### src/hdl/mbh_pkg.sv
// Shared types and constants of the monotone bicubic Hermite interpolator.
package mbh_pkg;

   localparam int NUM_LANES = 4;
   localparam int NUM_TERMS = 4;
   localparam int TERM_W    = $clog2(NUM_TERMS);

   typedef enum logic [1:0] {
      ACT_LOAD_X      = 2'd0,
      ACT_LOAD_Z      = 2'd1,
      ACT_LOAD_CORNER = 2'd2,
      ACT_COMPUTE     = 2'd3
   } mbh_action_type;

   typedef enum logic [2:0] {
      ST_IDLE   = 3'b001,
      ST_XBLEND = 3'b010,
      ST_ZBLEND = 3'b100
   } mbh_state_type;

endpackage

### src/hdl/mbh_mac.sv
// Four-term Hermite blend unit: serial half-width partial products, wide accumulate, saturate.
module mbh_mac
   import mbh_pkg::*;
#(
   parameter int VALUE_WIDTH = 32,
   parameter int FRAC_BITS   = 16
) (
   input  logic                          clock,
   input  logic                          reset,
   input  logic                          go,
   output logic [TERM_W-1:0]             term,
   input  logic signed [VALUE_WIDTH-1:0] opnd_a,
   input  logic signed [VALUE_WIDTH-1:0] opnd_b,
   output logic                          done,
   output logic signed [VALUE_WIDTH-1:0] blend
);

   localparam int H     = (VALUE_WIDTH + 1) / 2;
   localparam int HI_W  = VALUE_WIDTH - H;
   localparam int PW    = 2 * H + 2;
   localparam int ACC_W = 2 * VALUE_WIDTH + 2;
   localparam int CNT_W = TERM_W + 2;
   localparam logic [CNT_W-1:0] CNT_LAST = '1;
   localparam logic signed [VALUE_WIDTH-1:0] MAX_V = {1'b0, {(VALUE_WIDTH-1){1'b1}}};
   localparam logic signed [VALUE_WIDTH-1:0] MIN_V = {1'b1, {(VALUE_WIDTH-1){1'b0}}};

   logic [CNT_W-1:0]        cnt_ff, cnt_in;
   logic                    run_ff, run_in;
   logic                    pvld_ff, plast_ff, fin_ff, done_ff;
   logic [1:0]              psh_ff, psh_in;
   logic signed [PW-1:0]    prod_ff, prod_in;
   logic signed [ACC_W-1:0] acc_ff, acc_in;
   logic signed [VALUE_WIDTH-1:0] blend_ff, blend_in;

   logic signed [HI_W-1:0]  a_hi, b_hi;
   logic signed [H:0]       mul_a, mul_b;
   logic signed [ACC_W-1:0] addend, shifted;
   logic [ACC_W-VALUE_WIDTH:0] top_bits;

   assign term = cnt_ff[CNT_W-1:2];
   assign a_hi = opnd_a[VALUE_WIDTH-1:H];
   assign b_hi = opnd_b[VALUE_WIDTH-1:H];

   // cnt[1] picks the half of a, cnt[0] the half of b; low halves are unsigned
   always_comb begin
      mul_a   = cnt_ff[1] ? (H+1)'(a_hi) : {1'b0, opnd_a[H-1:0]};
      mul_b   = cnt_ff[0] ? (H+1)'(b_hi) : {1'b0, opnd_b[H-1:0]};
      prod_in = PW'(mul_a) * PW'(mul_b);
      psh_in  = {1'b0, cnt_ff[1]} + {1'b0, cnt_ff[0]};
   end

   always_comb begin
      case (psh_ff)
         2'd0:    addend = ACC_W'(prod_ff);
         2'd1:    addend = ACC_W'(prod_ff) <<< H;
         2'd2:    addend = ACC_W'(prod_ff) <<< (2 * H);
         default: addend = '0;
      endcase
   end

   always_comb begin
      run_in = run_ff;
      cnt_in = cnt_ff;
      if (go) begin
         run_in = 1'b1;
         cnt_in = '0;
      end else if (run_ff) begin
         cnt_in = cnt_ff + 1'b1;
         if (cnt_ff == CNT_LAST) begin
            run_in = 1'b0;
         end
      end
      acc_in = acc_ff;
      if (go) begin
         acc_in = '0;
      end else if (pvld_ff) begin
         acc_in = acc_ff + addend;
      end
   end

   // drop the fraction bits, then saturate to the signed value range
   always_comb begin
      shifted  = acc_ff >>> FRAC_BITS;
      top_bits = shifted[ACC_W-1:VALUE_WIDTH-1];
      if ((&top_bits) || !(|top_bits)) begin
         blend_in = shifted[VALUE_WIDTH-1:0];
      end else begin
         blend_in = shifted[ACC_W-1] ? MIN_V : MAX_V;
      end
   end

   always_ff @(posedge clock) begin
      if (reset) begin
         run_ff   <= 1'b0;
         cnt_ff   <= '0;
         pvld_ff  <= 1'b0;
         plast_ff <= 1'b0;
         fin_ff   <= 1'b0;
         done_ff  <= 1'b0;
      end else begin
         run_ff   <= run_in;
         cnt_ff   <= cnt_in;
         pvld_ff  <= run_ff;
         plast_ff <= run_ff && (cnt_ff == CNT_LAST);
         fin_ff   <= plast_ff;
         done_ff  <= fin_ff;
      end
   end

   always_ff @(posedge clock) begin
      prod_ff <= prod_in;
      psh_ff  <= psh_in;
      acc_ff  <= acc_in;
      if (fin_ff) begin
         blend_ff <= blend_in;
      end
   end

   assign done  = done_ff;
   assign blend = blend_ff;

endmodule

### src/hdl/mbh_merge.sv
// Merge stage: Z-direction blend of the four lane results, then clamp to the corner range.
module mbh_merge
   import mbh_pkg::*;
#(
   parameter int VALUE_WIDTH = 32,
   parameter int FRAC_BITS   = 16
) (
   input  logic                          clock,
   input  logic                          reset,
   input  logic                          go,
   input  logic signed [VALUE_WIDTH-1:0] lane_res [NUM_LANES],
   input  logic signed [VALUE_WIDTH-1:0] wz       [NUM_TERMS],
   input  logic signed [VALUE_WIDTH-1:0] corner_f [NUM_LANES],
   output logic                          done,
   output logic signed [VALUE_WIDTH-1:0] result
);

   logic [TERM_W-1:0]             term;
   logic                          mac_done;
   logic signed [VALUE_WIDTH-1:0] mac_blend;
   logic signed [VALUE_WIDTH-1:0] lo_in, hi_in, lo01, lo23, hi01, hi23;
   logic signed [VALUE_WIDTH-1:0] lo_ff, hi_ff;
   logic signed [VALUE_WIDTH-1:0] result_ff, result_in;
   logic                          done_ff;

   mbh_mac #(
      .VALUE_WIDTH (VALUE_WIDTH),
      .FRAC_BITS   (FRAC_BITS)
   ) u_mac (
      .clock  (clock),
      .reset  (reset),
      .go     (go),
      .term   (term),
      .opnd_a (lane_res[term]),
      .opnd_b (wz[term]),
      .done   (mac_done),
      .blend  (mac_blend)
   );

   always_comb begin
      lo01  = (corner_f[1] < corner_f[0]) ? corner_f[1] : corner_f[0];
      lo23  = (corner_f[3] < corner_f[2]) ? corner_f[3] : corner_f[2];
      hi01  = (corner_f[0] < corner_f[1]) ? corner_f[1] : corner_f[0];
      hi23  = (corner_f[2] < corner_f[3]) ? corner_f[3] : corner_f[2];
      lo_in = (lo23 < lo01) ? lo23 : lo01;
      hi_in = (hi01 < hi23) ? hi23 : hi01;
   end

   always_comb begin
      if (hi_ff < mac_blend) begin
         result_in = hi_ff;
      end else if (mac_blend < lo_ff) begin
         result_in = lo_ff;
      end else begin
         result_in = mac_blend;
      end
   end

   always_ff @(posedge clock) begin
      if (reset) begin
         done_ff <= 1'b0;
      end else begin
         done_ff <= mac_done;
      end
   end

   always_ff @(posedge clock) begin
      if (go) begin
         lo_ff <= lo_in;
         hi_ff <= hi_in;
      end
      if (mac_done) begin
         result_ff <= result_in;
      end
   end

   assign done   = done_ff;
   assign result = result_ff;

endmodule

### config.mk
export PLATFORM = sky130hd
export DESIGN_NAME = mbh_merge
export DESIGN_NICKNAME = d
export VERILOG_FILES = /design/src/hdl/mbh_pkg.sv /design/src/hdl/mbh_mac.sv /design/src/hdl/mbh_merge.sv
export SDC_FILE = /design/constraint.sdc
export NUM_CORES = 2
export LEC_CHECK = 0
export BUFFER_PORTS_ARGS = -buffer_cell sky130_fd_sc_hd__buf_2
export CAP_MARGIN = 20
export CELL_PAD_IN_SITES_DETAIL_PLACEMENT = 1
export CELL_PAD_IN_SITES_GLOBAL_PLACEMENT = 2
export CORE_UTILIZATION = 34
export DETAILED_ROUTE_END_ITERATION = 8
export PLACE_DENSITY = 0.9
export SYNTH_ARGS = -nofsm -noshare
export SYNTH_HDL_FRONTEND = slang
export SYNTH_SLANG_ARGS = --single-unit
export TNS_END_PERCENT = 1
### constraint.sdc
create_clock -name clock -period 8 [get_ports clock]
set_input_delay 1.6 -clock clock [delete_from_list [all_inputs] [get_ports clock]]
set_output_delay 1.6 -clock clock [all_outputs]
set_load 0.005 [all_outputs]
==> out/metrics.yaml <==
status: "completed"
antenna_found_initial: 6
multi_input_area_mm2: 0.02418
synthTopCellsByArea: "fa_1 (18%), ha_1 (13%), edfxtp_1 (12%)"
via_count: 28980
dieArea_mm2: 0.09757
hold_ws_ns: 0.4452
critPathMostFrequentCell: "fa_1"
finalCritPeriodShare: 0.9832
fin_setup_tns_ns: 0
drv_slew: 0
worstSetupEndpointType: "flip-flop"
grt_max_degree: 66
grt.overflow.total: 0
leakagePower_nw: 19.62
crit_type: "in -> reg"
syn_inst: 3566
clock_sinks: 240
ys_ff_latch: 240
avgSynthCellArea_um2: 9.184
grt_pass1_vias: 31840
path_max_fanout: 5
synthFlopType: "edfxtp_1"
path_buf_inv: 9
postLayoutCoreUtil: 0.4111
synth.yosys.seq_area_share: 0.1858
dr.pass1.iters: 5
pre_cts_ws_ns: -0.5294
track_usage: 0.2426
area_delta_synth_final_pct: 19.44
power.density_mw_per_mm2: 343.5
die_w_um: 312.4
crit_arrival_ns: 8.30
synth_top_area_cell: "fa_1"
syn_area_mm2: 0.03275
slowest_stage: "mux4_2"
use_met1: 0.2721
min_period_ns: 7.866
wl_um: 121100
met2_usage: 0.4460
max_stage_delay_ns: 0.52
hold_class: "reg -> reg"
clock-root-buffer: "clkbuf_16"
setup_slack_ns: 0.1342
layout-drive-gt1-share: 0.2153
register_area_mm2: 0.006097
drc: 0
layout_common_cells: "inv_1 (565), buf_2 (418), ha_1 (336), fa_1 (296), nor2_1 (295)"
port_buffers: 419
start_kind: "input pin"
initial_core_util: 0.3442
nets: 5141
h-tree-depth: 1
top_usage_layer: "met2"
synth_edf_count: 128
met3_usage: 0.02541
cts_buffer_depth: 3
ys_warn_count: 0
tritoncts: "done"
row_count: 113
gp_congestion: 0.9905
drv_cap: 0
final_common_cell: "inv_1"
ant_nets: 0
synth_top_area_share: 0.1816
slew_headroom: 0.2570
nFillCells: 11230
setup_violations: 0
viasPerCell: 5.360
vdd.ir_drop.worst_v: 0.0004604
io_pins: 420
routedWlPerCell_um: 22.40
report.final.hold_viol_count: 0
timing.fmax_ghz: 0.1271
grt_pass1_wl_um: 183200
hold_buffers: 0
cpLargestDelayFamily: "adder cells"
crit_required_ns: 8.44
final.setup_skew_ns: 0.02826
hpwl_um: 103400
ys_async_sr_fraction: 0
placed_area_mm2: 0.03806
die_h_um: 312.4
path_clk_slew_ns: 0.07
placeableCoreArea_mm2: 0.09515
drtIter0Drc: 1609
numCtsBuffers: 27
syn-num-nets: 4589
synth.distinct_cells: 83
finish.instance_area_mm2: 0.03911
clock_latency_ns: 0.58
worstMarginPinSlew_ns: 1.112
## synthesized netlist by cell type, types with 6 or more instances
master    number
and3_1        11
a21o_1       163
xor2_1        34
nor2b_1       47
mux4_2        62
o211ai_1       9
clkbuf_1     111
and2_1        24
buf_2          9
fa_1         297
nand2b_1      23
inv_1        565
mux2_2        48
nand3_1       35
o31ai_1        7
buf_1         22
nor3_1        28
buf_4          6
nand2_1      229
or2_2          8
ha_1         339
a31oi_1       13
nand4_1       56
mux2_1        10
o221ai_1      28
o22ai_1       34
dfxtp_1      112
o21bai_1      11
xnor2_1       69
mux2i_1      254
nor2_1       299
o21a_1        27
o21ai_1        7
edfxtp_1     128
a22o_1        13
nor4_1        11
a21oi_1      168
a211oi_1      23
o21ai_0      139
## logic make-up after synthesis
family,after synthesis,synth area share
AO/OA/AOI/OAI,697,0.1400
buffers and inverters,715,0.08321
AND/OR/NAND/NOR,800,0.1114
adder cells (fa/ha/maj),636,0.3111
flip-flops,240,0.1858
XOR/XNOR,103,0.02755
multiplexers,375,0.1409
## worst paths after layout
kind	startpoint	endpoint	slack (ns)	cells after the start
setup / recovery	wz[6]	u_mac.prod_ff[33]$_DFF_P_	0.13	27
hold reg to reg	u_mac.plast_ff$_SDFF_PP0_	u_mac.fin_ff$_SDFF_PP0_	0.45	1
setup reg to reg	u_mac.cnt_ff[2]$_SDFFE_PP0P_	u_mac.prod_ff[33]$_DFF_P_	0.47	25
hold / removal	u_mac.plast_ff$_SDFF_PP0_	u_mac.fin_ff$_SDFF_PP0_	0.45	1
## repair_timing
item                       in CTS  in global routing
setup endpoints to repair       0                  3
gates resized for setup         0                 24
buffers inserted                0                  5
## state kept, by name, summed over array words and instances, names as in the netlist, 2 cells and up
name and cells:
u_mac.acc_ff 66, result 32, u_mac.blend 32, hi_ff 32
u_mac.prod_ff 34, lo_ff 32, u_mac.psh_ff 2, u_mac.cnt_ff 4
## where the power goes
part | switching, mW | total (mW) | internal [mW]
Combinational | 5.36 | 10.2 | 4.87
Sequential | 0.247 | 1.94 | 1.69
Clock | 0.578 | 1.27 | 0.692
## area by class of cell
cell class,count,share of cell area
clock buffer,30,0.01836
inverter,566,0.05432
timing repair buffer,672,0.1082
clock inverter,19,0.004255
multi-input combinational,2611,0.6182
tap,1265,0.04047
sequential,240,0.1559
antenna,4,0.0002559
## worst register-to-register path: cells and delay by family, from the launching register on
kind / cells / cell delay [ns]
simple gates: 5 / 0.96
buf+inv: 7 / 0.91
fa+ha+maj: 7 / 3.24
flops: 1 / 0.50
xor+xnor: 1 / 0.09
mux: 2 / 1.03
compound gates: 3 / 0.66
## per-layer routing
metal | vias to the layer above | routed length (um)
li1 | 13380 | -
met1 | 14480 | 46470
met2 | 868 | 61920
met3 | 256 | 4903
met4 | 0 | 7834
met5 | - | 0
## stage by stage
step                      power [mW]  std cells
after floorplan                8.108       3566
after global placement         11.40       5347
after detailed placement       11.93       5348
after CTS                      13.30       5397
after global routing           14.63       5407
final                          13.44       5407
Note: power is estimated with default switching activity, not from simulation.
