### config.mk
export PLATFORM = sky130hd
export DESIGN_NAME = mbh_mac
export DESIGN_NICKNAME = d
export VERILOG_FILES = /design/src/hdl/mbh_pkg.sv /design/src/hdl/mbh_mac.sv
export SDC_FILE = /design/constraint.sdc
export NUM_CORES = 1
export LEC_CHECK = 0
export BUFFER_PORTS_ARGS = -buffer_cell sky130_fd_sc_hd__clkbuf_2
export CAP_MARGIN = 5
export CORE_ASPECT_RATIO = 1.2
export CORE_UTILIZATION = 35
export CTS_BUF_LIST = sky130_fd_sc_hd__clkbuf_4 sky130_fd_sc_hd__clkbuf_8 sky130_fd_sc_hd__clkbuf_16
export DETAILED_ROUTE_END_ITERATION = 16
export SYNTH_ARGS = -nofsm -noshare
export SYNTH_HDL_FRONTEND = slang
export SYNTH_SLANG_ARGS = --single-unit
export TNS_END_PERCENT = 30
### constraint.sdc
create_clock -name clock -period 17.1 [get_ports clock]
set_input_delay 0 -clock clock [delete_from_list [all_inputs] [get_ports clock]]
set_output_delay 0 -clock clock [all_outputs]
set_load 0.02 [all_outputs]
### src/hdl/mbh_pkg.sv
// Shared types and constants of the monotone bicubic Hermite interpolator.
package mbh_pkg;

   localparam int NUM_LANES = 4;
   localparam int NUM_TERMS = 4;
   localparam int TERM_W    = $clog2(NUM_TERMS);

   typedef enum logic [1:0] {
      ACT_LOAD_X      = 2'd0,
      ACT_LOAD_Z      = 2'd1,
      ACT_LOAD_CORNER = 2'd2,
      ACT_COMPUTE     = 2'd3
   } mbh_action_type;

   typedef enum logic [2:0] {
      ST_IDLE   = 3'b001,
      ST_XBLEND = 3'b010,
      ST_ZBLEND = 3'b100
   } mbh_state_type;

endpackage

### src/hdl/mbh_mac.sv
// Four-term Hermite blend unit: serial half-width partial products, wide accumulate, saturate.
module mbh_mac
   import mbh_pkg::*;
#(
   parameter int VALUE_WIDTH = 32,
   parameter int FRAC_BITS   = 16
) (
   input  logic                          clock,
   input  logic                          reset,
   input  logic                          go,
   output logic [TERM_W-1:0]             term,
   input  logic signed [VALUE_WIDTH-1:0] opnd_a,
   input  logic signed [VALUE_WIDTH-1:0] opnd_b,
   output logic                          done,
   output logic signed [VALUE_WIDTH-1:0] blend
);

   localparam int H     = (VALUE_WIDTH + 1) / 2;
   localparam int HI_W  = VALUE_WIDTH - H;
   localparam int PW    = 2 * H + 2;
   localparam int ACC_W = 2 * VALUE_WIDTH + 2;
   localparam int CNT_W = TERM_W + 2;
   localparam logic [CNT_W-1:0] CNT_LAST = '1;
   localparam logic signed [VALUE_WIDTH-1:0] MAX_V = {1'b0, {(VALUE_WIDTH-1){1'b1}}};
   localparam logic signed [VALUE_WIDTH-1:0] MIN_V = {1'b1, {(VALUE_WIDTH-1){1'b0}}};

   logic [CNT_W-1:0]        cnt_ff, cnt_in;
   logic                    run_ff, run_in;
   logic                    pvld_ff, plast_ff, fin_ff, done_ff;
   logic [1:0]              psh_ff, psh_in;
   logic signed [PW-1:0]    prod_ff, prod_in;
   logic signed [ACC_W-1:0] acc_ff, acc_in;
   logic signed [VALUE_WIDTH-1:0] blend_ff, blend_in;

   logic signed [HI_W-1:0]  a_hi, b_hi;
   logic signed [H:0]       mul_a, mul_b;
   logic signed [ACC_W-1:0] addend, shifted;
   logic [ACC_W-VALUE_WIDTH:0] top_bits;

   assign term = cnt_ff[CNT_W-1:2];
   assign a_hi = opnd_a[VALUE_WIDTH-1:H];
   assign b_hi = opnd_b[VALUE_WIDTH-1:H];

   // cnt[1] picks the half of a, cnt[0] the half of b; low halves are unsigned
   always_comb begin
      mul_a   = cnt_ff[1] ? (H+1)'(a_hi) : {1'b0, opnd_a[H-1:0]};
      mul_b   = cnt_ff[0] ? (H+1)'(b_hi) : {1'b0, opnd_b[H-1:0]};
      prod_in = PW'(mul_a) * PW'(mul_b);
      psh_in  = {1'b0, cnt_ff[1]} + {1'b0, cnt_ff[0]};
   end

   always_comb begin
      case (psh_ff)
         2'd0:    addend = ACC_W'(prod_ff);
         2'd1:    addend = ACC_W'(prod_ff) <<< H;
         2'd2:    addend = ACC_W'(prod_ff) <<< (2 * H);
         default: addend = '0;
      endcase
   end

   always_comb begin
      run_in = run_ff;
      cnt_in = cnt_ff;
      if (go) begin
         run_in = 1'b1;
         cnt_in = '0;
      end else if (run_ff) begin
         cnt_in = cnt_ff + 1'b1;
         if (cnt_ff == CNT_LAST) begin
            run_in = 1'b0;
         end
      end
      acc_in = acc_ff;
      if (go) begin
         acc_in = '0;
      end else if (pvld_ff) begin
         acc_in = acc_ff + addend;
      end
   end

   // drop the fraction bits, then saturate to the signed value range
   always_comb begin
      shifted  = acc_ff >>> FRAC_BITS;
      top_bits = shifted[ACC_W-1:VALUE_WIDTH-1];
      if ((&top_bits) || !(|top_bits)) begin
         blend_in = shifted[VALUE_WIDTH-1:0];
      end else begin
         blend_in = shifted[ACC_W-1] ? MIN_V : MAX_V;
      end
   end

   always_ff @(posedge clock) begin
      if (reset) begin
         run_ff   <= 1'b0;
         cnt_ff   <= '0;
         pvld_ff  <= 1'b0;
         plast_ff <= 1'b0;
         fin_ff   <= 1'b0;
         done_ff  <= 1'b0;
      end else begin
         run_ff   <= run_in;
         cnt_ff   <= cnt_in;
         pvld_ff  <= run_ff;
         plast_ff <= run_ff && (cnt_ff == CNT_LAST);
         fin_ff   <= plast_ff;
         done_ff  <= fin_ff;
      end
   end

   always_ff @(posedge clock) begin
      prod_ff <= prod_in;
      psh_ff  <= psh_in;
      acc_ff  <= acc_in;
      if (fin_ff) begin
         blend_ff <= blend_in;
      end
   end

   assign done  = done_ff;
   assign blend = blend_ff;

endmodule

==> results.md, run 1 <==
- Post-route clock period utilization: a little under half
- Netlist Area Pre-Place: 0.0203 mm²
- Worst r2r src: cnt_ff[1]$_SDFFE_PP0P_
- Buffers added on ports: 101
- CP max stage delay: ~1.0 ns
- Post-route cell area: 0.0221 mm²
- CTS Hold Buffers Added: 1
- Top cell by count, worst path: fa_1
- # rows: 96
- Class of the worst hold path: input port to flop
- Clk_lat worst skew: ~0.45 ns
- CTS buffer count: 17
- F_max: 124 MHz
- Worst-Margin Slew: ~1.4 ns
- Core area: ~0.057 mm²
- Clock-pin slew on the worst setup and hold paths: 0.07 ns
- Critical path launch point type: flop
- IO Count: 102
- Post-route ant nets: 0
- Most used DFF post-synth: dfxtp_1
- Leading area contributor after synthesis: fa_1
- Residual DRC: 0
- Max cap viols: 0
- Final min period: 8.03 ns
- Post-synthesis area per instance: between 8 and 9 µm²
- Maximum VDD drop: approximately 0.25 mV
- Area share of the largest cell type after synthesis: 29.2%
- Post-synthesis net count: about 2800
- Gate Count Post-Synth: 2329
- Final Hold Fails: 0
- Placed inst area: 0.0215 mm²
- Crit path depth: 22
- Setup TNS: 0 ns
- Post-synth EDFFs: 32
- Req. time, crit path: 17.48 ns
- RD Place Congestion: 0.987
- CTS Sinks: 143
- P_leak: 10.8 nW
- Global-route wire length before repair: 91.7 mm
- Buf/Inv on CP: 4
- Proportion of layout cells with a drive suffix above 1: 8.44%
- Initial DRC Count: 1035
- Critical Path Start: cnt_ff[1]$_SDFFE_PP0P_
- Drt via density: 5.18
- PwrDens: roughly 180 mW/mm²
- Sequential area share after synthesis: 15.6%
- Nets: 2883
- CP endpoint: prod_ff[33]$_DFF_P_
- Slew Limit Fails: 0
- Initial Utilization: 35.5%
- Critical Path Slowest Stage Cell: mux2i_1
- Total global routing overflow: 0
- RSZ-0062 raised after global routing: no
- Routed vias: between 15000 and 20000
- Die footprint: 0.0591 mm²
- #FFs+latches synth: 143
- Yosys warns: 0
- Area Overhead vs Synth: 8.56%
- Postcts setup bufs: 0
- Setup CP Type: flop to flop
- Root buffer cell: clkbuf_16
- Synth area leaders: fa_1, dfxtp_1, ha_1
- CTS tree: yes
- R2R setup slack: 9.07 ns
- Final cell utilization of the core: 38.5%
- HPWL Detailed: 46.7 mm
- Post-cts resize count: 0
- Synth unique cells: 80
- Share of async-settable or async-resettable flops after synthesis: 0%
- Cell family with most CP delay: adder cells
- Worst reg2reg path depth: 22
- Hold Path Cell Cnt: 4
- Largest net degree at the start of global routing: 81
- Clock Tree Buf Depth: 2
- Reg2reg end: prod_ff[33]$_DFF_P_
- Initial DRT Pass Iterations: 6
- Critical path peak fanout: 36
- Top cells by count, synth: inv_1, fa_1, nor2_1, nand2_1, ha_1
- GRT Total Usage: between 10% and 20%
- Dpl ws: 9.08 ns
- Outcome: completed
- Cells along the critical path: mux2i_1, nor2_1, fa_1, inv_1, fa_1, fa_1, inv_1, fa_1, fa_1, inv_1, fa_1, inv_1, ha_1, a21o_1, a21o_1, a2111oi_0, o21bai_1, a21oi_1, a31oi_1, a211o_1, a221oi_1, xnor2_1
- CP Capture Type: flop
- # setup viols final: 0
- Post-Route WL: 56.8 mm
- Diode count: 0
- Slew headroom: a little over 7%
- Number of global-route vias before repair: 16800
- Antenna violations before repair: 0
- Die Y-Extent: 266 µm
- Die Wd: 222 µm
- Crit path DAT: about 8.4 ns
- # H-tree levels: 4
- Setup ws final: a little over 9 ns
- Average wire per standard cell: 18.2 µm
- Worst Skew: 0.0101 ns
- Dominant cell by count in the synthesized netlist: inv_1
[kinds of logic (layout without fill, tap and decap cells)]
| kind of cell | after synthesis | after routing | share of synthesized area, % |
|---|---|---|---|
| AO/OA/AOI/OAI | 410 | 410 | 13.4 |
| XOR/XNOR | 91 | 91 | 3.92 |
| adder cells (fa/ha/maj) | 448 | 448 | 38.5 |
| buffers and inverters | 437 | 489 | 8.19 |
| flip-flops | 143 | 143 | 15.6 |
| multiplexers | 108 | 108 | 5.46 |
| AND/OR/NAND/NOR | 692 | 692 | 14.9 |
[through the flow]
step	total power [mW]	cells	hold WS [ns]
final	4.04	3116	0.120
after CTS	4.06	3115	0.0881
after detailed placement	3.69	3082	0.357
after floorplan	2.92	2329	0.0716
after global placement	3.65	3082	0.337
after global routing	4.52	3116	0.118
[metal layers]
layer  up-vias  GRT usage (%)  part of all wire, %
met5         -              0                    0
met2       468           34.5                   48
met4         0           9.18                  4.4
met3       116           2.06                  4.1
met1      7892           24.2                   43
li1       7675              -                    -
[worst min-delay path: cells and delay by family]
kind                   cells  cell delay, ns
buffers and inverters      2            0.29
AND/OR/NAND/NOR            1            0.16
multiplexers               1            0.05
[worst min-delay path by stage]
| stage | startpoint | to |
|---|---|---|
| CTS | opnd_b[16] | prod_ff[0]$_DFF_P_ |
| floorplan | reset | done$_SDFF_PP0_ |
| global placement | reset | done$_SDFF_PP0_ |
| detailed placement | reset | fin_ff$_SDFF_PP0_ |
| global route | opnd_b[16] | prod_ff[0]$_DFF_P_ |
| finish | opnd_b[16] | prod_ff[0]$_DFF_P_ |
[power by group]
group,internal [mW],switching (mW)
clock network,0.189,0.160
logic,1.34,1.84
registers,0.453,0.0677
[cells in the final DEF, fill, tap and decap left out, types with 5 or more instances in the layout]
| cell | synthesis | routed |
|---|---|---|
| or2_2 | 7 | 7 |
| ha_1 | 151 | 151 |
| nand4_1 | 26 | 26 |
| a21oi_1 | 119 | 119 |
| a21o_1 | 92 | 92 |
| nand2_1 | 220 | 220 |
| nor3_1 | 24 | 24 |
| buf_4 | 2 | 18 |
| o21ai_0 | 66 | 66 |
| nor2b_1 | 19 | 18 |
| nor4_1 | 9 | 9 |
| fa_1 | 297 | 297 |
| a211oi_1 | 14 | 14 |
| mux2_2 | 23 | 23 |
| nor2_1 | 290 | 289 |
| inv_6 | 0 | 5 |
| o21bai_1 | 21 | 21 |
| nand3_1 | 20 | 20 |
| and2_1 | 25 | 25 |
| o21a_1 | 11 | 11 |
| and4_1 | 6 | 6 |
| edfxtp_1 | 32 | 32 |
| clkbuf_16 | 0 | 17 |
| mux2i_1 | 84 | 82 |
| xnor2_1 | 68 | 68 |
| nand2b_1 | 16 | 16 |
| a31oi_1 | 12 | 12 |
| xor2_1 | 23 | 23 |
| clkbuf_2 | 0 | 101 |
| o31ai_1 | 9 | 9 |
| o22ai_1 | 8 | 8 |
| inv_1 | 337 | 337 |
| and3_1 | 16 | 16 |
| dfxtp_1 | 111 | 108 |
[layout make-up]
class / instances / area (µm²)
fillers: 5759 / 35200
multi-input cells: 1749 / 15500
flip-flops and latches: 143 / 3190
inverters: 337 / 1260
well taps: 735 / 920
repair buffers: 120 / 651
clock buffers: 17 / 425
clock inverters: 15 / 121
[flip-flops by register name (all words and copies together) (netlist names)]
name	count
cnt_ff	4
pvld_ff	1
psh_ff	2
run_ff	1
fin_ff	1
prod_ff	34
done	1
plast_ff	1
acc_ff	66
blend	32
(Power assumes the default switching activity.)
==> run 2, diff against run 1 <==
==> constraint.sdc (replaced) <==
create_clock -name clock -period 7.3 [get_ports clock]
set_input_delay 0 -clock clock [delete_from_list [all_inputs] [get_ports clock]]
set_output_delay 0 -clock clock [all_outputs]
set_load 0.02 [all_outputs]
==> run 2 against run 1 <==
Global-route usage increased by 0.19 points. Highest routed layer unchanged. Count of clock-buffer cells in the layout increased by 1. Flip-flop and latch count unchanged. Clock power increased to 3.0 times the previous value. Combinational power increased by 140%. Clock skew about the same. Core utilization increased by 0.74 points. Die area unchanged. Critical endpoint unchanged. Critical path depth unchanged. Final cell count increased by 1.1%. Hold slack improved by 0.0067 ns.
==> results.md, run 2 (same netlist as run 1, synthesis figures left out) <==
- Commonest non-fill, non-tap cell in the layout: inv_1
- Proportion of layout cells with a drive suffix above 1: 9.78%
- Die Y-Extent: 266 µm
- Diode count: 0
- Setup CP Type: flop to flop
- Nets: slightly below 3000
- Largest Register: acc_ff
- Post-route ant nets: 0
- Root buffer cell: clkbuf_16
- Met2 usage: 36.2%
- Fill cells: 5720
- CTS tree: yes
- Critical Path Slowest Stage Cell: fa_1
- Worst r2r src: cnt_ff[0]$_SDFFE_PP0P_
- Worst reg2reg path depth: 22
- Buf/Inv on CP: 4
- Sequential share of power: 12.2%
- Setup TNS: 0 ns
- Initial DRT Pass Iterations: 5
- Class of the worst hold path: input port to flop
- Crit path DAT: 7.24 ns
- Clock-pin slew on the worst setup and hold paths: roughly 0.070 ns
- Req. time, crit path: 7.67 ns
- Pwr Total: 9.89 mW
- Hold path startpoint: opnd_b[16]
- Total global routing overflow: 0
- Most frequent cells in the layout: inv_1, fa_1, nor2_1
- IO Count: 102
- Max reg flops: 66
- Residual DRC: 0
- F_max: approximately 150 MHz
- Die Wd: 222 µm
- R2R setup slack: 0.44 ns
- Top cell by count, worst path: fa_1
- NetSw: 5.01 mW
- Internal cell power: 4.88 mW
- Largest net degree at the start of global routing: 81
- Grt peak-use layer: met2
- P_leak: approximately 11 nW
- # H-tree levels: 4
- Cells along the critical path: buf_4, mux2_2, nand2_1, fa_1, inv_1, fa_1, fa_1, fa_1, fa_1, inv_1, fa_1, inv_1, ha_1, a21o_1, a21o_1, a2111oi_2, o21bai_1, a21oi_1, a31oi_1, a211o_1, a221oi_2, xnor2_1
- Number of global-route vias before repair: 17200
- # setup viols final: 0
- Antenna violations before repair: 0
- Worst Hold Slack: 0.127 ns
- RD Place Congestion: just under 1
- Max cap viols: 0
- Drt via density: 5.24
- Cell family with most CP delay: adder cells
- CP Capture Type: flop
- Slew Limit Fails: 0
- Final min period: a little under 7 ns
- Critical path launch point type: flop
- Placed Instances: 3116
- # rows: 96
- Clock Tree Buf Depth: 2
- HPWL Detailed: between 40 and 50 mm
- Postcts setup bufs: 0
- Global-route wire length before repair: 92.3 mm
- Hold Path End: prod_ff[0]$_DFF_P_
- Core area: between 0.05 and 0.06 mm²
- PwrDens: between 400 and 500 mW/mm²
- RSZ-0062 raised after global routing: no
- Worst Skew: 0.0100 ns
- CTS buffer count: 17
- Area Overhead vs Synth: 10.7%
- Clk pwr share: between 10% and 20%
- Met1 usage: 23.8%
- Buffers added on ports: 101
- Outcome: completed
- Hold Path Cell Cnt: 4
- CTS Sinks: 143
- Worst-Margin Slew: between 1 and 1.5 ns
- Met3 usage: about 2.4%
- Slew headroom: 32.1%
- Final cell count without fillers: 3149
- Initial Utilization: a little over a third
- Setup ws final: 0.436 ns
- Maximum VDD drop: 0.400 mV
- Die footprint: 0.0591 mm²
- Average wire per standard cell: approximately 18 µm
- Post-route clock period utilization: 94.0%
- Clk_lat worst skew: roughly 0.45 ns
- Post-Route WL: 57.5 mm
- Reg2reg end: prod_ff[33]$_DFF_P_
- CP max stage delay: 0.57 ns
- Routed vias: 16500
- Critical path peak fanout: 17
- Initial DRC Count: roughly 860
- Combinational power share: 77.4%
- GRT Total Usage: 19.9%
- Final Hold Fails: 0
- Dpl ws: 0.161 ns
- Sw Ratio: 50.6%
==> run 2: final cells by class <==
cell class,count,area [µm²],area share (%)
clock buffers,18,433,1.92
clock inverters,14,253,1.12
inverters,337,1260,5.62
multi-input cells,1749,15500,69.0
flip-flops and latches,143,3190,14.2
well taps,735,920,4.09
repair buffers,153,923,4.10
==> run 2: layer usage <==
layer	vias up	share of wire (%)
li1	7764	-
met1	8097	42
met2	526	50
met3	117	5.2
met4	0	3.5
met5	-	0
==> run 2: how the worst max path moves through the flow <==
stage / start / endpoint / slack [ns] / cells after the start
after CTS: cnt_ff[0]$_SDFFE_PP0P_ / prod_ff[33]$_DFF_P_ / 0.13 / 23
after detailed placement: cnt_ff[0]$_SDFFE_PP0P_ / prod_ff[33]$_DFF_P_ / 0.16 / 24
after global placement: cnt_ff[0]$_SDFFE_PP0P_ / prod_ff[33]$_DFF_P_ / 0.28 / 24
after global routing: cnt_ff[0]$_SDFFE_PP0P_ / prod_ff[33]$_DFF_P_ / 0.06 / 24
final: cnt_ff[0]$_SDFFE_PP0P_ / prod_ff[33]$_DFF_P_ / 0.44 / 22
after floorplan: cnt_ff[0]$_SDFFE_PP0P_ / prod_ff[33]$_DFF_P_ / 0.05 / 25
==> run 2: worst register-to-register path: cells and delay by family (launching register included) <==
kind | cells | cell delay (ns)
flip-flops | 1 | 0.43
AND/OR/NAND/NOR | 1 | 0.14
multiplexers | 1 | 0.53
buffers and inverters | 4 | 0.42
XOR/XNOR | 1 | 0.14
adder cells (fa/ha/maj) | 7 | 3.22
AO/OA/AOI/OAI | 8 | 1.92
==> run 2: what timing repair did <==
action,4_1_cts,5_1_grt
endpoints found under the hold margin,8,0
resized for setup,0,4
hold buffers,1,0
endpoints found under the setup margin,0,3
==> run 2: power groups by stage <==
stage,sequential (mW),combinational (mW),clock (mW)
2_1_floorplan,1.14,5.70,0
3_3_place_gp,1.22,7.44,0
3_5_place_dp,1.22,7.60,0
4_1_cts,1.21,7.64,1.06
5_1_grt,1.22,8.68,1.08
6_report,1.21,7.65,1.03
==> run 2: per-stage QoR <==
| step | util, % | cell area, µm² |
|---|---|---|
| floorplan | - | 20300 |
| global placement | 38.0 | 21800 |
| detailed placement | 38.0 | 21800 |
| CTS | 39.3 | 22500 |
| global route | 39.3 | 22500 |
| finish | 39.3 | 22500 |
